===== config.mk =====
export PLATFORM = sky130hd
export DESIGN_NAME = json_string_unescape_utf8
export DESIGN_NICKNAME = d
export VERILOG_FILES = /design/src/design/jsu_pkg.sv /design/src/design/jsu_front.sv /design/src/design/jsu_queue.sv /design/src/design/jsu_back.sv /design/src/design/json_string_unescape_utf8.sv
export SDC_FILE = /design/constraint.sdc
export NUM_CORES = 1
export LEC_CHECK = 0
export BUFFER_PORTS_ARGS = -buffer_cell sky130_fd_sc_hd__buf_2
export CORE_MARGIN = 10
export CORE_UTILIZATION = 63
export DETAILED_ROUTE_END_ITERATION = 10
export PLACE_DENSITY = 0.77
export RECOVER_POWER = 50
export SYNTH_ARGS = -nofsm -noshare
export SYNTH_HDL_FRONTEND = slang
export SYNTH_SLANG_ARGS = --single-unit

===== constraint.sdc =====
create_clock -name clock -period 7.4 [get_ports clock]
set_input_delay 0.74 -clock clock [delete_from_list [all_inputs] [get_ports clock]]
set_output_delay 0.74 -clock clock [all_outputs]
set_load 0.02 [all_outputs]

===== src/design/jsu_pkg.sv =====
// Types, constants and helper functions of the JSON string unescaper.
package jsu_pkg;

   typedef struct packed {
      logic [7:0] in_byte;
      logic       text_ends;
   } req_type;

   typedef struct packed {
      logic [7:0] out_byte;
      logic [2:0] status;
      logic       last_of_run;
   } rsp_type;

   // Result status codes
   localparam logic [2:0] ST_DATA      = 3'd0;
   localparam logic [2:0] ST_CLOSED    = 3'd1;
   localparam logic [2:0] ST_NO_QUOTE  = 3'd2;
   localparam logic [2:0] ST_ESC_CUT   = 3'd3;
   localparam logic [2:0] ST_BAD_ESC   = 3'd4;
   localparam logic [2:0] ST_BAD_U     = 3'd5;
   localparam logic [2:0] ST_UNCLOSED  = 3'd6;

   // Scanner modes
   typedef enum logic [3:0] {
      MODE_IDLE,
      MODE_BODY,
      MODE_ESC,
      MODE_HEX,
      MODE_HWAIT,
      MODE_HBS,
      MODE_HHEX
   } mode_type;

   // Characters of note
   localparam logic [7:0] CH_QUOTE  = 8'h22;
   localparam logic [7:0] CH_BSLASH = 8'h5C;
   localparam logic [7:0] CH_U      = 8'h75;

   // Code point constants
   localparam logic [15:0] SURR_HI_FIRST = 16'hD800;
   localparam logic [15:0] SURR_HI_LAST  = 16'hDBFF;
   localparam logic [15:0] SURR_LO_FIRST = 16'hDC00;
   localparam logic [15:0] SURR_LO_LAST  = 16'hDFFF;
   localparam logic [20:0] CP_SUPP_BASE  = 21'h10000;
   localparam logic [20:0] CP_REPLACE    = 21'h0FFFD;
   localparam logic [20:0] CP_TWO_BYTE   = 21'h00080;
   localparam logic [20:0] CP_THREE_BYTE = 21'h00800;
   localparam logic [7:0]  UTF8_LEAD2    = 8'hC0;
   localparam logic [7:0]  UTF8_LEAD3    = 8'hE0;
   localparam logic [7:0]  UTF8_LEAD4    = 8'hF0;
   localparam logic [7:0]  UTF8_CONT     = 8'h80;

   // Work for the back end: up to two code points, then one plain result
   typedef struct packed {
      logic        cp0_v;
      logic [20:0] cp0;
      logic        cp1_v;
      logic [15:0] cp1;
      logic        tail_v;
      logic [7:0]  tail_byte;
      logic [2:0]  tail_status;
   } job_type;

   // Hex digit decode: {valid, value}
   function automatic logic [4:0] hex_val(input logic [7:0] c);
      logic [7:0] t;
      t = 8'h00;
      if (c inside {[8'h30:8'h39]}) begin
         t = c - 8'h30;
         return {1'b1, t[3:0]};
      end else if (c inside {[8'h61:8'h66]}) begin
         t = c - 8'h57;
         return {1'b1, t[3:0]};
      end else if (c inside {[8'h41:8'h46]}) begin
         t = c - 8'h37;
         return {1'b1, t[3:0]};
      end
      return 5'h00;
   endfunction

   // Single-letter escapes: {valid, decoded byte}; 'u' is handled apart
   function automatic logic [8:0] esc_map(input logic [7:0] c);
      case (c)
         8'h22:   return {1'b1, 8'h22};
         8'h5C:   return {1'b1, 8'h5C};
         8'h2F:   return {1'b1, 8'h2F};
         8'h62:   return {1'b1, 8'h08};
         8'h66:   return {1'b1, 8'h0C};
         8'h6E:   return {1'b1, 8'h0A};
         8'h72:   return {1'b1, 8'h0D};
         8'h74:   return {1'b1, 8'h09};
         default: return 9'h000;
      endcase
   endfunction

   function automatic logic is_high_surr(input logic [15:0] v);
      return (v >= SURR_HI_FIRST) && (v <= SURR_HI_LAST);
   endfunction

   function automatic logic is_low_surr(input logic [15:0] v);
      return (v >= SURR_LO_FIRST) && (v <= SURR_LO_LAST);
   endfunction

   // Number of UTF-8 bytes for a code point
   function automatic logic [2:0] utf8_len(input logic [20:0] cp);
      if (cp < CP_TWO_BYTE) begin
         return 3'd1;
      end else if (cp < CP_THREE_BYTE) begin
         return 3'd2;
      end else if (cp < CP_SUPP_BASE) begin
         return 3'd3;
      end
      return 3'd4;
   endfunction

   // One byte of the UTF-8 encoding of cp, given its length
   function automatic logic [7:0] utf8_byte(input logic [20:0] cp,
                                            input logic [2:0]  len,
                                            input logic [1:0]  idx);
      logic [7:0] c0;
      logic [7:0] c1;
      logic [7:0] c2;
      c0 = UTF8_CONT | {2'b00, cp[5:0]};
      c1 = UTF8_CONT | {2'b00, cp[11:6]};
      c2 = UTF8_CONT | {2'b00, cp[17:12]};
      case (len)
         3'd1:    return cp[7:0];
         3'd2:    return (idx == 2'd0) ? (UTF8_LEAD2 | {3'b000, cp[10:6]}) : c0;
         3'd3: begin
            case (idx)
               2'd0:    return UTF8_LEAD3 | {4'b0000, cp[15:12]};
               2'd1:    return c1;
               default: return c0;
            endcase
         end
         default: begin
            case (idx)
               2'd0:    return UTF8_LEAD4 | {5'b00000, cp[20:18]};
               2'd1:    return c2;
               2'd2:    return c1;
               default: return c0;
            endcase
         end
      endcase
   endfunction

endpackage


===== src/design/jsu_front.sv =====
// Front end: scans text bytes, tracks escapes and surrogates, emits job beats.
module jsu_front (
   input  logic             clock,
   input  logic             reset,
   input  logic             fire,
   input  jsu_pkg::req_type req_data,
   output logic             push,
   output jsu_pkg::job_type push_job
);
   import jsu_pkg::*;

   mode_type    mode_ff, mode_in;
   logic [15:0] accum_ff, accum_in;
   logic [1:0]  count_ff, count_in;
   logic [9:0]  held_ff, held_in;

   logic [7:0]  b;
   logic [4:0]  dig;
   logic [8:0]  esc;
   logic [15:0] nacc;
   logic        last_digit;
   logic        go_idle;
   job_type     job;

   assign b          = req_data.in_byte;
   assign dig        = hex_val(b);
   assign esc        = esc_map(b);
   assign nacc       = {accum_ff[11:0], dig[3:0]};
   assign last_digit = (count_ff == 2'd3);

   // Hold scanner state
   always_ff @(posedge clock) begin
      if (reset) begin
         mode_ff  <= MODE_IDLE;
         accum_ff <= '0;
         count_ff <= '0;
         held_ff  <= '0;
      end else begin
         mode_ff  <= mode_in;
         accum_ff <= accum_in;
         count_ff <= count_in;
         held_ff  <= held_in;
      end
   end

   // Decode one beat into the next state and a job
   always_comb begin
      mode_in  = mode_ff;
      accum_in = accum_ff;
      count_in = count_ff;
      held_in  = held_ff;
      go_idle  = 1'b0;
      job      = '0;
      if (fire) begin
         if (req_data.text_ends) begin
            go_idle         = 1'b1;
            job.tail_v      = 1'b1;
            case (mode_ff)
               MODE_BODY:  job.tail_status = ST_UNCLOSED;
               MODE_ESC:   job.tail_status = ST_ESC_CUT;
               MODE_HEX:   job.tail_status = ST_BAD_U;
               MODE_HWAIT: begin
                  job.cp0_v       = 1'b1;
                  job.cp0         = CP_REPLACE;
                  job.tail_status = ST_UNCLOSED;
               end
               MODE_HBS: begin
                  job.cp0_v       = 1'b1;
                  job.cp0         = CP_REPLACE;
                  job.tail_status = ST_ESC_CUT;
               end
               MODE_HHEX: begin
                  job.cp0_v       = 1'b1;
                  job.cp0         = CP_REPLACE;
                  job.tail_status = ST_BAD_U;
               end
               default:    job.tail_status = ST_NO_QUOTE;
            endcase
         end else begin
            case (mode_ff)
               MODE_BODY: begin
                  if (b == CH_QUOTE) begin
                     job.tail_v      = 1'b1;
                     job.tail_status = ST_CLOSED;
                     go_idle         = 1'b1;
                  end else if (b == CH_BSLASH) begin
                     mode_in = MODE_ESC;
                  end else begin
                     job.tail_v    = 1'b1;
                     job.tail_byte = b;
                  end
               end
               MODE_ESC: begin
                  if (b == CH_U) begin
                     accum_in = '0;
                     count_in = '0;
                     mode_in  = MODE_HEX;
                  end else if (esc[8]) begin
                     job.tail_v    = 1'b1;
                     job.tail_byte = esc[7:0];
                     mode_in       = MODE_BODY;
                  end else begin
                     job.tail_v      = 1'b1;
                     job.tail_status = ST_BAD_ESC;
                     go_idle         = 1'b1;
                  end
               end
               MODE_HEX: begin
                  if (!dig[4]) begin
                     job.tail_v      = 1'b1;
                     job.tail_status = ST_BAD_U;
                     go_idle         = 1'b1;
                  end else if (last_digit) begin
                     accum_in = '0;
                     count_in = '0;
                     if (is_high_surr(nacc)) begin
                        held_in = nacc[9:0];
                        mode_in = MODE_HWAIT;
                     end else begin
                        job.cp0_v = 1'b1;
                        job.cp0   = is_low_surr(nacc) ? CP_REPLACE : {5'b00000, nacc};
                        mode_in   = MODE_BODY;
                     end
                  end else begin
                     accum_in = nacc;
                     count_in = count_ff + 2'd1;
                  end
               end
               MODE_HWAIT: begin
                  if (b == CH_BSLASH) begin
                     mode_in = MODE_HBS;
                  end else begin
                     // Lone high surrogate, then the byte as in the body
                     job.cp0_v  = 1'b1;
                     job.cp0    = CP_REPLACE;
                     job.tail_v = 1'b1;
                     held_in    = '0;
                     if (b == CH_QUOTE) begin
                        job.tail_status = ST_CLOSED;
                        go_idle         = 1'b1;
                     end else begin
                        job.tail_byte = b;
                        mode_in       = MODE_BODY;
                     end
                  end
               end
               MODE_HBS: begin
                  if (b == CH_U) begin
                     accum_in = '0;
                     count_in = '0;
                     mode_in  = MODE_HHEX;
                  end else begin
                     // Lone high surrogate, then the escape letter
                     job.cp0_v  = 1'b1;
                     job.cp0    = CP_REPLACE;
                     job.tail_v = 1'b1;
                     held_in    = '0;
                     if (esc[8]) begin
                        job.tail_byte = esc[7:0];
                        mode_in       = MODE_BODY;
                     end else begin
                        job.tail_status = ST_BAD_ESC;
                        go_idle         = 1'b1;
                     end
                  end
               end
               MODE_HHEX: begin
                  if (!dig[4]) begin
                     job.cp0_v       = 1'b1;
                     job.cp0         = CP_REPLACE;
                     job.tail_v      = 1'b1;
                     job.tail_status = ST_BAD_U;
                     go_idle         = 1'b1;
                  end else if (last_digit) begin
                     accum_in  = '0;
                     count_in  = '0;
                     held_in   = '0;
                     job.cp0_v = 1'b1;
                     if (is_low_surr(nacc)) begin
                        // Combine the pair into a supplementary code point
                        job.cp0 = CP_SUPP_BASE + {1'b0, held_ff, nacc[9:0]};
                        mode_in = MODE_BODY;
                     end else begin
                        // Lone high surrogate; decode the second escape alone
                        job.cp0 = CP_REPLACE;
                        if (is_high_surr(nacc)) begin
                           held_in = nacc[9:0];
                           mode_in = MODE_HWAIT;
                        end else begin
                           job.cp1_v = 1'b1;
                           job.cp1   = is_low_surr(nacc) ? CP_REPLACE[15:0] : nacc;
                           mode_in   = MODE_BODY;
                        end
                     end
                  end else begin
                     accum_in = nacc;
                     count_in = count_ff + 2'd1;
                  end
               end
               default: begin
                  if (b == CH_QUOTE) begin
                     accum_in = '0;
                     count_in = '0;
                     held_in  = '0;
                     mode_in  = MODE_BODY;
                  end else begin
                     job.tail_v      = 1'b1;
                     job.tail_status = ST_NO_QUOTE;
                     go_idle         = 1'b1;
                  end
               end
            endcase
         end
         if (go_idle) begin
            mode_in  = MODE_IDLE;
            accum_in = '0;
            count_in = '0;
            held_in  = '0;
         end
      end
   end

   // Drop beats that yield no result
   assign push     = fire && (job.cp0_v || job.cp1_v || job.tail_v);
   assign push_job = job;

endmodule


===== src/design/jsu_queue.sv =====
// Job queue between the front and back ends.
module jsu_queue #(
   parameter int DEPTH = 4
) (
   input  logic             clock,
   input  logic             reset,
   input  logic             push,
   input  jsu_pkg::job_type push_job,
   output logic             full,
   output logic             head_valid,
   output jsu_pkg::job_type head_job,
   input  logic             pop
);
   import jsu_pkg::*;

   localparam int PTR_W = (DEPTH > 1) ? $clog2(DEPTH) : 1;
   localparam int CNT_W = $clog2(DEPTH + 1);

   job_type            mem_ff [DEPTH];
   logic [PTR_W-1:0]   wr_ptr_ff, wr_ptr_in;
   logic [PTR_W-1:0]   rd_ptr_ff, rd_ptr_in;
   logic [CNT_W-1:0]   count_ff, count_in;

   // Store pushed jobs
   always_ff @(posedge clock) begin
      if (push) begin
         mem_ff[wr_ptr_ff] <= push_job;
      end
   end

   // Advance pointers and occupancy
   always_comb begin
      wr_ptr_in = wr_ptr_ff;
      rd_ptr_in = rd_ptr_ff;
      count_in  = count_ff;
      if (push) begin
         wr_ptr_in = (wr_ptr_ff == PTR_W'(DEPTH - 1)) ? '0 : wr_ptr_ff + PTR_W'(1);
      end
      if (pop) begin
         rd_ptr_in = (rd_ptr_ff == PTR_W'(DEPTH - 1)) ? '0 : rd_ptr_ff + PTR_W'(1);
      end
      if (push && !pop) begin
         count_in = count_ff + CNT_W'(1);
      end else if (pop && !push) begin
         count_in = count_ff - CNT_W'(1);
      end
   end

   always_ff @(posedge clock) begin
      if (reset) begin
         wr_ptr_ff <= '0;
         rd_ptr_ff <= '0;
         count_ff  <= '0;
      end else begin
         wr_ptr_ff <= wr_ptr_in;
         rd_ptr_ff <= rd_ptr_in;
         count_ff  <= count_in;
      end
   end

   assign full       = (count_ff == CNT_W'(DEPTH));
   assign head_valid = (count_ff != '0);
   assign head_job   = mem_ff[rd_ptr_ff];

endmodule


===== src/design/jsu_back.sv =====
// Back end: expands each job into result beats through an output register.
module jsu_back (
   input  logic             clock,
   input  logic             reset,
   input  logic             head_valid,
   input  jsu_pkg::job_type head_job,
   output logic             pop,
   output logic             rsp_valid,
   input  logic             rsp_ready,
   output jsu_pkg::rsp_type rsp_data
);
   import jsu_pkg::*;

   logic [2:0] pos_ff, pos_in;
   logic       rsp_valid_ff, rsp_valid_in;
   rsp_type    rsp_data_ff, rsp_data_in;

   logic [3:0] n0;
   logic [3:0] n1;
   logic [3:0] n01;
   logic [3:0] total;
   logic [3:0] pos4;
   logic [3:0] off;
   logic       advance;
   logic       last;
   rsp_type    cur;

   // Byte counts of the job's segments
   assign n0    = head_job.cp0_v ? {1'b0, utf8_len(head_job.cp0)} : 4'd0;
   assign n1    = head_job.cp1_v ? {1'b0, utf8_len({5'b00000, head_job.cp1})} : 4'd0;
   assign n01   = n0 + n1;
   assign total = n01 + {3'b000, head_job.tail_v};
   assign pos4  = {1'b0, pos_ff};
   assign off   = pos4 - n0;
   assign last  = ((pos4 + 4'd1) == total);

   // Select the result at the current position
   always_comb begin
      cur.last_of_run = last;
      cur.status      = ST_DATA;
      if (pos4 < n0) begin
         cur.out_byte = utf8_byte(head_job.cp0, n0[2:0], pos_ff[1:0]);
      end else if (pos4 < n01) begin
         cur.out_byte = utf8_byte({5'b00000, head_job.cp1}, n1[2:0], off[1:0]);
      end else begin
         cur.out_byte = head_job.tail_byte;
         cur.status   = head_job.tail_status;
      end
   end

   assign advance = head_valid && (!rsp_valid_ff || rsp_ready);
   assign pop     = advance && last;

   // Load the output register and step through the job
   always_comb begin
      pos_in       = pos_ff;
      rsp_valid_in = rsp_valid_ff;
      rsp_data_in  = rsp_data_ff;
      if (advance) begin
         rsp_valid_in = 1'b1;
         rsp_data_in  = cur;
         pos_in       = last ? 3'd0 : pos_ff + 3'd1;
      end else if (rsp_ready) begin
         rsp_valid_in = 1'b0;
      end
   end

   always_ff @(posedge clock) begin
      if (reset) begin
         pos_ff       <= '0;
         rsp_valid_ff <= 1'b0;
      end else begin
         pos_ff       <= pos_in;
         rsp_valid_ff <= rsp_valid_in;
      end
   end

   always_ff @(posedge clock) begin
      rsp_data_ff <= rsp_data_in;
   end

   assign rsp_valid = rsp_valid_ff;
   assign rsp_data  = rsp_data_ff;

endmodule


===== src/design/json_string_unescape_utf8.sv =====
// Top level of the JSON string unescaper with UTF-8 output.
//
// Input channel req_*: one text byte per beat (req_data.in_byte), or a
// text-end marker (req_data.text_ends). The first byte of a string must be
// the opening quote. Result channel rsp_*: one decoded UTF-8 byte or one
// status code per beat; last_of_run flags the final result of an input beat.
// Beats that only advance inside an escape, or hold a high surrogate, give
// no result.
// A QUEUE_DEPTH-entry job queue decouples front and back end; the first
// result of a beat is registered in the queue, then in the output register.
// Throughput: one input beat per cycle while each yields one result and the
// receiver is ready; a beat yields up to six results (a replaced surrogate
// and a three-byte code). Front end: one beat per cycle unless the queue is
// full; back end: one result per cycle unless the receiver stalls.
// Reset returns the scanner to idle, awaiting an opening quote, and empties
// the queue and the output register. When the receiver stalls, the output
// register holds; the queue fills and req_ready then drops until it drains.
module json_string_unescape_utf8 #(
   parameter int QUEUE_DEPTH = 4
) (
   input  logic             clock,
   input  logic             reset,
   input  logic             req_valid,
   output logic             req_ready,
   input  jsu_pkg::req_type req_data,
   output logic             rsp_valid,
   input  logic             rsp_ready,
   output jsu_pkg::rsp_type rsp_data
);
   import jsu_pkg::*;

   logic    fire;
   logic    push;
   logic    full;
   logic    head_valid;
   logic    pop;
   job_type push_job;
   job_type head_job;

   assign req_ready = !full;
   assign fire      = req_valid && req_ready;

   jsu_front u_front (
      .clock    (clock),
      .reset    (reset),
      .fire     (fire),
      .req_data (req_data),
      .push     (push),
      .push_job (push_job)
   );

   jsu_queue #(
      .DEPTH (QUEUE_DEPTH)
   ) u_queue (
      .clock      (clock),
      .reset      (reset),
      .push       (push),
      .push_job   (push_job),
      .full       (full),
      .head_valid (head_valid),
      .head_job   (head_job),
      .pop        (pop)
   );

   jsu_back u_back (
      .clock      (clock),
      .reset      (reset),
      .head_valid (head_valid),
      .head_job   (head_job),
      .pop        (pop),
      .rsp_valid  (rsp_valid),
      .rsp_ready  (rsp_ready),
      .rsp_data   (rsp_data)
   );

endmodule


==> impl_results.md, run 1 <==
* Fin crit period at ~6.1 ns
* Total GRT Usage at ~23%
* WL per Instance at around 24 um
* Vias per cell at slightly below 7
* Drt drc at 0
* Ports at 27
* Site Rows at 51
* Number of global-route vias before repair at slightly above 8000
* CP endpoint kind: flip-flop
* Post-CTS Hold Buffers at 0
* Syn-to-layout area delta at 7.98%
* Cells after Synth at between 900 and 1000
* Final hold violation count at 0
* Routed wire length at 29.7 mm
* Die Height at 161 um
* Clk sinks at 257
* Area of the multi-input gates at 4860 um2
* Kind of critical path: reg2reg
* Die W at around 160 um
* Tightest hold margin at ~0.47 ns
* Status: finished, violations left
* Mapped Avg Cell Area at between 10 and 15 um2
* Gpl congestion at 0.922
* Fmax achieved at 0.163 GHz
* Worst skew pair latency at roughly 0.53 ns
* Setup bufs post-CTS at 0
* Register area share after synthesis at roughly three fifths
* Min-delay worst type: reg2reg
* CTS H-Tree Depth at 1
* Initial DRC Count at 930
* First-pass GRT wire length at 47.1 mm
* Worst path cell trace: buf_4, mux4_2, nor4_2, a21oi_1, nor2_1, ha_1, inv_1, fa_1, inv_1, ha_1, xor2_1, xnor2_1, xnor2_1, nand3_1, nor3_1, inv_1, ha_1, inv_1, fa_1, xor2_1, or3_1, a21oi_1
* Synth Cell Area at ~13000 um2
* Setup TNS at 0 ns
* Max-slew violations at 66
* Buffers on Ports at 26
* Post-CTS sizing at 0
* Clock Path Buffers at 3
* Worst Tran Pin Value at between 1.5 and 2 ns
* Top_reg_cell synth: edfxtp_1
* Seq. cell area at around 7300 um2
* Antenna violations before repair at 0
* Maximum VDD drop at 186 uV
* Setup WS post-layout at about 1.3 ns
* Post-synth ARST share at 0%
* Crit-path max cell delay at 0.69 ns
* Pleak at ~4.4 nW
* DR pass1 iterations at 9
* Layout Nets at 1012
* Most frequent CP cell: inv_1
* RSZ-0062 raised after global routing: no
* Crit path arrival time at 6.56 ns
* Maxcap violations at 3
* Pre-CTS WS at between 1 and 1.5 ns
* CTS Buf Count at 25
* Clock-pin slew on the worst setup and hold paths at 0.06 ns
* Max stage delay cell, worst path: dfxtp_4
* WP buf/inv at 5
* Seq cells post-synth at 257
* Final period utilization at between 80% and 90%
* CTS tree: built
* Synthesized Nets at 1001
* Fillcell total at about 1400
* Core ar. at between 15000 and 20000 um2
* Fin Clk Skew at 0.0188 ns
* Ys Warns at 0
* CP Max Fanout at 27
* Slew headroom at -14.9%
* Final ANT Viol Nets at 0
* Via Count at ~8400
* Hpwl dp at ~20 mm
* Largest net degree at the start of global routing at 39
* Power per cell area at roughly 340 nW/um2
* Crit-path leading delay family: simple AND/OR/NAND/NOR gates
* Post-synth EDFFs at 216
* Initial Utilization at between 60 and 70%
* Overflow after GRT at 0
* Failing checks: capacitance limit, slew limit
* Netlist cell types at 84
* Final setup fails at 0
* Die ar. at between 20000 and 30000 um2
* CP required at 7.85 ns
* Total power at 4.61 mW
* Layout cells sized above 1 at roughly an eighth
* Startpoint type of the worst setup path: flip-flop
* Clk root buf: clkbuf_16
routing by layer:
layer  up-vias  wire (um)  global-route usage, %
met5         -          0                      0
met4         0        839                   6.74
met3        59       2160                   3.23
met2       393      14100                   36.6
met1      4173      12600                   31.8
li1       3812          -                      -
worst reg2reg max path, cell delays in order, from the launching register on:
cell and delay [ns]:
dfxtp_4 0.69, buf_4 0.38, mux4_2 0.60, nor4_2 0.57, a21oi_1 0.19, nor2_1 0.18
ha_1 0.18, inv_1 0.06, fa_1 0.54, inv_1 0.06, ha_1 0.20, xor2_1 0.15
xnor2_1 0.20, xnor2_1 0.14, nand3_1 0.13, nor3_1 0.53, inv_1 0.20, ha_1 0.26
inv_1 0.09, fa_1 0.18, xor2_1 0.08, or3_1 0.31, a21oi_1 0.14
cell usage after synthesis, types with 13 or more instances:
| cell type | instances | area (um2) |
|---|---|---|
| nor3_1 | 27 | 135 |
| nor2b_1 | 14 | 87.6 |
| a21oi_1 | 56 | 280 |
| clkbuf_1 | 32 | 120 |
| o21ai_0 | 49 | 245 |
| a31oi_1 | 13 | 81.3 |
| nand3_1 | 20 | 100 |
| dfxtp_1 | 41 | 821 |
| and2_1 | 20 | 125 |
| mux4_2 | 50 | 1130 |
| ha_1 | 26 | 325 |
| buf_2 | 15 | 75.1 |
| inv_1 | 28 | 105 |
| nand2b_1 | 15 | 93.8 |
| edfxtp_1 | 216 | 6490 |
| nand2_1 | 73 | 274 |
| nor2_1 | 48 | 180 |
state kept, by name, summed over array words and instances, names as in the netlist, named ones only:
name,count
u_queue.wr_ptr_ff,2
u_queue.mem_ff,204
u_queue.count_ff,3
u_back.pos_ff,3
u_front.held_ff,10
u_front.count_ff,2
u_front.accum_ff,12
u_queue.rd_ptr_ff,2
u_back.rsp_data,12
u_back.rsp_valid,1
u_front.mode_ff,4
kinds of logic after synthesis:
logic type	Yosys count	synth area share, %
flops	257	58.2
buf+inv	82	2.73
mux	67	10.4
fa+ha+maj	28	2.91
compound gates	233	12.9
simple gates	274	11.5
xor+xnor	19	1.33
per-stage QoR:
step | area, um2 | utilization [%] | std cells
floorplan | 12600 | - | 960
CTS | 13600 | 69.8 | 1254
finish | 13600 | 69.4 | 1255
global placement | 12900 | 65.9 | 1209
global route | 13600 | 69.4 | 1254
detailed placement | 12900 | 65.9 | 1209
path summary, 6_finish.rpt:
check              startpoint                  end  slack [ns]  depth (start not counted)
max reg2reg         flip-flop  u_queue.count_ff[2]        1.28                         22
max                 flip-flop  u_queue.count_ff[2]        1.28                         22
min          u_back.rsp_valid     u_back.rsp_valid        0.47                          2
min reg2reg  u_back.rsp_valid     u_back.rsp_valid        0.47                          2
cell usage in the layout (no fill, tap or decap), types with 19 or more instances in the layout:
master     synthesis  final
edfxtp_1         216    216
nand2_1           73     73
a21oi_1           56     56
mux4_2            50     50
o21ai_0           49     49
nor2_1            48     48
dfxtp_1           41     39
inv_1             28     28
nor3_1            27     27
ha_1              26     26
clkbuf_16          0     25
nand3_1           20     20
clkbuf_1          32     19
final cells by class:
| class | count | area share [%] |
|---|---|---|
| Antenna cell | 1 | 0.0185 |
| Clock buffer | 31 | 4.93 |
| Clock inverter | 14 | 0.572 |
| Inverter | 29 | 0.803 |
| Multi-Input combinational cell | 621 | 35.9 |
| Sequential cell | 257 | 53.9 |
| Tap cell | 265 | 2.45 |
| Timing Repair Buffer | 37 | 1.43 |
power breakdown:
group,leakage [nW],internal (mW),total (mW),switching (mW)
clock network,0.366,0.642,1.16,0.522
registers,2.33,1.82,1.93,0.107
logic,1.70,0.586,1.51,0.928
total,4.39,3.05,4.61,1.56
No activity file was read; power rests on OpenSTA's default activity.
==> inputs of run 2 (changes only) <==
--- a/config.mk
+++ b/config.mk
@@ -7,9 +7,9 @@
 export LEC_CHECK = 0
 export BUFFER_PORTS_ARGS = -buffer_cell sky130_fd_sc_hd__buf_2
 export CORE_MARGIN = 10
-export CORE_UTILIZATION = 63
+export CORE_UTILIZATION = 57
 export DETAILED_ROUTE_END_ITERATION = 10
-export PLACE_DENSITY = 0.77
+export PLACE_DENSITY = 0.73
 export RECOVER_POWER = 50
 export SYNTH_ARGS = -nofsm -noshare
 export SYNTH_HDL_FRONTEND = slang
==> constraint.sdc (replaced) <==
create_clock -name clock -period 5.62 [get_ports clock]
set_input_delay 0.562 -clock clock [delete_from_list [all_inputs] [get_ports clock]]
set_output_delay 0.562 -clock clock [all_outputs]
set_load 0.02 [all_outputs]
==> run 2 against run 1 <==
The flow finishes with violations (capacitance limit); worst setup slack worse by 0.95 ns; critical path depth stayed put; global-route usage is 2.3 points lower; largest cell class unchanged; largest power group unchanged; critical path type unchanged; clock skew is 0.0055 ns lower; fmax is 16% higher; clock-buffer cell count is 1 lower; worst hold slack worse by 0.16 ns.
==> impl_results.md, run 2 (synthesis gave the netlist of run 1 again) <==
* Status: finished, violations left (unchanged)
* Failing checks: capacitance limit (was capacitance limit, slew limit)
* Fin Clk Skew at 0.0133 ns (was 0.0188 ns)
* Initial DRC Count at 901 (was 930)
* Diodes inserted at 0 (was 1)
* DR pass1 iterations at 5 (was 9)
* Most flop-heavy register: u_queue.mem_ff (unchanged)
* Overflow after GRT at 0 (unchanged)
* Worst skew pair latency at 0.52 ns (was 0.53 ns)
* Drt drc at 0 (unchanged)
* Final period utilization at 94.1% (was 82.7%)
* Setup TNS at 0 ns (unchanged)
* Gr busiest metal: met2 (unchanged)
* Initial Utilization at 57.7% (was 64.3%)
* Vias per cell at 6.53 (was 6.72)
* Die Height at 168 um (was 161 um)
* Final hold violation count at 0 (unchanged)
* Commonest non-fill, non-tap cell in the layout: edfxtp_1 (unchanged)
* Site Rows at 54 (was 51)
* Clk root buf: clkbuf_16 (unchanged)
* Kind of critical path: reg2reg (unchanged)
* Layout Nets at 1032 (was 1012)
* CTS Buf Count at 26 (was 25)
* Max-slew violations at 0 (was 66)
* CTS tree: built (unchanged)
* CP Max Fanout at 8 (was 27)
* CP endpoint kind: flip-flop (unchanged)
* Worst Tran Pin Value at 1.47 ns (was 1.72 ns)
* Via Count at 8416 (was 8437)
* First-pass GRT wire length at 46.7 mm (was 47.1 mm)
* Gpl congestion at 0.965 (was 0.922)
* Clock Path Buffers at 3 (unchanged)
* RSZ-0062 raised after global routing: no (unchanged)
* Hpwl dp at 20.0 mm (was 20.1 mm)
* Antenna violations before repair at 0 (unchanged)
* Layout cells sized above 1 at 15.5% (was 13.1%)
* Min-delay worst type: in2reg (was reg2reg)
* Slew headroom at 1.11% (was -14.9%)
* Buffers on Ports at 26 (unchanged)
* Power per cell area at 453 nW/um2 (was 340 nW/um2)
* Core ar. at 21800 um2 (was 19500 um2)
* GR Util met2 at 32.7% (was 36.6%)
* Pleak at 4.55 nW (was 4.39 nW)
* Fmax achieved at 0.189 GHz (was 0.163 GHz)
* Maxcap violations at 1 (was 3)
* Startpoint type of the worst setup path: flip-flop (unchanged)
* Syn-to-layout area delta at 10.5% (was 7.98%)
* WL per Instance at 23.0 um (was 23.6 um)
* Maximum VDD drop at 250 uV (was 186 uV)
* Fin crit period at 5.29 ns (was 6.12 ns)
* FF-to-FF setup slack at 0.33 ns (was 1.28 ns)
* Most frequent cells in the layout: edfxtp_1 (216), nand2_1 (73), a21oi_1 (55) (was edfxtp_1 (216), nand2_1 (73), a21oi_1 (56))
* Clk sinks at 257 (unchanged)
* Post-CTS Hold Buffers at 0 (unchanged)
* Final core utilization at 63.8% (was 69.4%)
* Final setup fails at 0 (unchanged)
* CTS H-Tree Depth at 1 (unchanged)
* GR Util met1 at 28.2% (was 31.8%)
* Ports at 27 (unchanged)
* Clock-pin slew on the worst setup and hold paths at 0.06 ns (about the same)
* Die W at 168 um (was 161 um)
* Final ANT Viol Nets at 0 (unchanged)
* Total GRT Usage at 20.5% (was 22.8%)
* Number of global-route vias before repair at 8092 (was 8158)
* GR Util met3 at 2.96% (was 3.23%)
* CP required at 6.07 ns (was 7.85 ns)
* Routed wire length at 29.7 mm (about the same)
* Max FFs per register at 204 (unchanged)
* Die ar. at 28400 um2 (was 26000 um2)
* Crit path arrival time at 5.74 ns (was 6.56 ns)
* Largest net degree at the start of global routing at 52 (was 39)
## run 2: changes by cell type in the layout (fill, tap and decap cells not counted), moves of 2 or more
cell,previous run,this run
buf_4,11,24
buf_12,0,6
and2_0,15,10
and2_1,4,8
bufinv_16,0,2
clkbuf_8,2,0
inv_6,2,0
nor2_1,48,46
nor2_2,0,2
## run 2: final timing paths
check / startpoint / to / cells past startpoint
worst max-delay path: flip-flop / u_queue.count_ff[2] / 22
worst min-delay path: rsp_ready / u_back.rsp_valid / 4
worst max register to register: flip-flop / u_queue.count_ff[2] / 22
worst min register to register: u_back.rsp_valid / u_back.rsp_valid / 2
## run 2: final cells by class
class / count / area, um2
fill: 1624 / 7880
sequential: 257 / 7310
multi-input combinational: 621 / 4880
clock buffer: 30 / 666
timing repair buffer: 56 / 412
tap: 280 / 350
clock inverter: 16 / 143
inverter: 29 / 109
## run 2: layer usage
metal  share of wire, %  up-vias
met4                3.3        0
met5                  0        -
met2                 47      392
met3                7.2       75
li1                   -     3850
met1                 42     4099
## run 2: stage by stage
step | area, um2 | total power [mW] | hold slack, ns | instances | worst slack (ns)
3_5_place_dp | 13000 | 4.63 | 0.461 | 1236 | 0.189
2_1_floorplan | 12600 | 4.01 | 0.444 | 960 | 0.440
6_report | 13900 | 6.28 | 0.314 | 1289 | 0.329
4_1_cts | 13900 | 6.26 | 0.302 | 1282 | 0.166
5_1_grt | 13900 | 6.60 | 0.325 | 1289 | 0.0240
3_3_place_gp | 13000 | 4.60 | 0.453 | 1236 | 0.323
## run 2: report_power, final
part	internal (mW)	switching, mW
clock	0.940	0.688
sequential	2.40	0.0959
combinational	0.867	1.30
## run 2: critical path: stages, from the launching register on
cell,delay [ns]
dfxtp_4,0.39
buf_12,0.14
buf_4,0.17
mux4_2,0.57
nor4_2,0.45
and2b_1,0.20
a21oi_1,0.09
ha_1,0.22
inv_1,0.07
fa_1,0.46
nand2b_1,0.20
mux2i_1,0.18
a211oi_1,0.07
a211oi_1,0.21
xor2_1,0.28
nor3_1,0.13
inv_1,0.09
ha_1,0.18
inv_1,0.07
fa_1,0.43
xor2_1,0.17
or3_1,0.30
a21oi_1,0.14
## run 2: what timing repair did
action / CTS / global route
hold endpoints to repair: 0 / 0
gates resized for setup: 0 / 4
setup buffers: 0 / 7
setup endpoints to repair: 0 / 2
==> inputs of run 3 (changes only) <==
--- a/config.mk
+++ b/config.mk
@@ -5,11 +5,12 @@
 export SDC_FILE = /design/constraint.sdc
 export NUM_CORES = 1
 export LEC_CHECK = 0
-export BUFFER_PORTS_ARGS = -buffer_cell sky130_fd_sc_hd__buf_2
 export CORE_MARGIN = 10
-export CORE_UTILIZATION = 57
+export CORE_UTILIZATION = 60
+export CTS_BUF_LIST = sky130_fd_sc_hd__clkbuf_4 sky130_fd_sc_hd__clkbuf_8
 export DETAILED_ROUTE_END_ITERATION = 10
-export PLACE_DENSITY = 0.73
+export DONT_BUFFER_PORTS = 1
+export PLACE_DENSITY = 0.76
 export RECOVER_POWER = 50
 export SYNTH_ARGS = -nofsm -noshare
 export SYNTH_HDL_FRONTEND = slang
==> run 3 against run 2 <==
The flow finishes with violations (capacitance limit, slew limit); sequential cell count did not move; worst setup slack improved by 0.055 ns; fmax up 1.0%; first-iteration DRC count grew 2.9%; clock-buffer cell count grew 26; largest cell class unchanged; clock power about the same.
==> impl_results.md, run 3 (synthesis gave the netlist of run 1 again) <==
* Finished Cell Area at 13800 um2 (was 13900 um2)
* Clock Path Buffers at 3 (unchanged)
* Area of the multi-input gates at 4910 um2 (was 4880 um2)
* Final ANT Viol Nets at 0 (unchanged)
* Fillcell total at 1425 (was 1624)
* Reg2Reg Capture Point: u_queue.count_ff[2] (unchanged)
* Total GRT Usage at 22.8% (was 20.5%)
* Max stage delay cell, worst path: or4_4 (was mux4_2)
* Clk root buf: clkbuf_8 (was clkbuf_16)
* Number of global-route vias before repair at 8303 (was 8092)
* Cell Area, Placed at 12900 um2 (was 13000 um2)
* Worst path cell trace: buf_12, mux4_2, or4_4, a21oi_2, ha_1, inv_1, fa_1, and3b_1, mux2i_1, a211oi_1, a211oi_2, xor2_1, nor3_1, inv_1, ha_1, inv_1, fa_1, xor2_1, or3_1, a21oi_1 (was buf_12, buf_4, mux4_2, nor4_2, and2b_1, a21oi_1, ha_1, inv_1, fa_1, nand2b_1, mux2i_1, a211oi_1, a211oi_1, xor2_1, nor3_1, inv_1, ha_1, inv_1, fa_1, xor2_1, or3_1, a21oi_1)
* Via Count at 8513 (was 8416)
* Setup TNS at 0 ns (unchanged)
* Hold_sp: reset (was rsp_ready)
* CTS tree: built (unchanged)
* Most frequent CP cell: inv_1 (unchanged)
* Layout cells sized above 1 at 17.5% (was 15.5%)
* Kind of critical path: reg2reg (unchanged)
* Pleak at 4.55 nW (about the same)
* CP required at 6.09 ns (was 6.07 ns)
* Die Height at 165 um (was 168 um)
* Met1 WL at 12.6 mm (unchanged)
* Clk sinks at 257 (unchanged)
* Worst Tran Pin Value at 1.55 ns (was 1.47 ns)
* Maximum VDD drop at 221 uV (was 250 uV)
* Vias per cell at 6.62 (was 6.53)
* Layout Nets at 1025 (was 1032)
* Clock-pin slew on the worst setup and hold paths at 0.06 ns (about the same)
* Power per cell area at 454 nW/um2 (was 453 nW/um2)
* Syn-to-layout area delta at 10.1% (was 10.5%)
* Post-Layout Cell Count at 1286 (was 1289)
* Largest net degree at the start of global routing at 29 (was 52)
* DR pass1 iterations at 5 (unchanged)
* WL per Instance at 23.7 um (was 23.0 um)
* Crit-path max cell delay at 0.59 ns (was 0.57 ns)
* Crit path arrival time at 5.71 ns (was 5.74 ns)
* Fin crit period at 5.24 ns (was 5.29 ns)
* Worst Hold Depth at 1 (was 4)
* CP Max Fanout at 11 (was 8)
* Final hold violation count at 0 (unchanged)
* Routed wire length at 30.5 mm (was 29.7 mm)
* Buffers on Ports at 0 (was 26)
* Initial Utilization at 61.5% (was 57.7%)
* CTS Buf Count at 42 (was 26)
* Diodes inserted at 0 (unchanged)
* Commonest non-fill, non-tap cell in the layout: edfxtp_1 (unchanged)
* Placed Cells at 1205 (was 1236)
* CTS H-Tree Depth at 2 (was 1)
* FF-to-FF setup slack at 0.38 ns (was 0.33 ns)
* Min-delay worst type: in2reg (unchanged)
* Die W at 165 um (was 168 um)
* Ports at 27 (unchanged)
* Worst skew pair latency at 0.54 ns (was 0.52 ns)
* Initial DRC Count at 927 (was 901)
* Worst Hold Endpoint: u_queue.count_ff[2] (was u_back.rsp_valid)
* Most flop-heavy register: u_queue.mem_ff (unchanged)
* Hpwl dp at 20.9 mm (was 20.0 mm)
* Fin Clk Skew at 0.0171 ns (was 0.0133 ns)
* Fmax achieved at 0.191 GHz (was 0.189 GHz)
* Met2 wire len at 14.4 mm (was 13.9 mm)
* CP endpoint kind: flip-flop (unchanged)
* Drt drc at 0 (unchanged)
* Die ar. at 27100 um2 (was 28400 um2)
* Gpl congestion at 0.932 (was 0.965)
* Overflow after GRT at 0 (unchanged)
* Most frequent cells in the layout: edfxtp_1 (216), nand2_1 (73), a21oi_1 (55) (unchanged)
* Met3 WL post-DR at 2.44 mm (was 2.15 mm)
* Final setup fails at 0 (unchanged)
* Antenna violations before repair at 0 (unchanged)
* First-pass GRT wire length at 48.1 mm (was 46.7 mm)
* Maxcap violations at 1 (unchanged)
* Seq. cell area at 7310 um2 (about the same)
* Failing checks: capacitance limit, slew limit (was capacitance limit)
* Max FFs per register at 204 (unchanged)
* Site Rows at 52 (was 54)
* Final period utilization at 93.2% (was 94.1%)
* Core ar. at 20400 um2 (was 21800 um2)
* Max-slew violations at 19 (was 0)
* Startpoint type of the worst setup path: flip-flop (unchanged)
* Slew headroom at -3.71% (was 1.11%)
* Worst reg2reg path depth at 20 (was 22)
* Post-CTS Hold Buffers at 0 (unchanged)
* Status: finished, violations left (unchanged)
* DR top layer: met4 (unchanged)
## run 3: cell count changes in the layout (fill, tap and decap cells not counted), sizes merged
cell    delta
buf        -8
inv        +1
clkbuf    +11
clkinv     +2
bufinv     +1
## run 3: layout make-up
type | count | area share (%)
multi-input cells | 621 | 35.5
clock buffers | 56 | 5.03
well taps | 270 | 2.44
flip-flops and latches | 257 | 52.9
clock inverters | 20 | 1.23
inverters | 29 | 0.788
repair buffers | 33 | 2.06
## run 3: layer usage
metal | GRT usage [%] | vias up
li1 | - | 3830
met1 | 31.1 | 4185
met2 | 35.7 | 421
met3 | 4.58 | 77
met4 | 8.21 | 0
met5 | 0 | -
## run 3: worst max path at each step
| stage | startpoint | endpoint | slack [ns] | depth (start not counted) |
|---|---|---|---|---|
| CTS | flip-flop | u_queue.count_ff[2] | 0.18 | 22 |
| global route | flip-flop | u_queue.count_ff[2] | -0.02 | 22 |
| global placement | flip-flop | u_queue.count_ff[2] | 0.31 | 19 |
| detailed placement | flip-flop | u_queue.count_ff[2] | 0.23 | 22 |
| finish | flip-flop | u_queue.count_ff[2] | 0.38 | 20 |
| floorplan | flip-flop | u_queue.count_ff[2] | 0.44 | 23 |
## run 3: where the power goes
| group | switching [mW] | internal (mW) |
|---|---|---|
| combinational | 1.20 | 0.832 |
| clock | 0.712 | 0.947 |
| sequential | 0.177 | 2.40 |
## run 3: worst max-delay path, delay by kind of cell (launching register included)
kind	cells	cell delay (ns)
multiplexers	2	0.69
flip-flops	1	0.45
AO/OA/AOI/OAI	4	0.62
XOR/XNOR	2	0.43
adder cells (fa/ha/maj)	4	1.35
buffers and inverters	4	0.41
AND/OR/NAND/NOR	4	1.21
## run 3: what timing repair did
action,CTS,global route
gates resized for setup,0,6
setup buffers,0,5
setup endpoints to repair,0,2
## run 3: stage by stage
stage / hold slack [ns] / utilization (%) / power, mW / worst slack [ns]
after floorplan: 0.444 / - / 4.01 / 0.440
after global placement: 0.458 / 63.2 / 4.55 / 0.313
after detailed placement: 0.461 / 63.2 / 4.58 / 0.234
after CTS: 0.0680 / 67.4 / 6.24 / 0.176
after global routing: 0.0659 / 67.6 / 6.61 / -0.0227
final: 0.0921 / 67.6 / 6.27 / 0.384
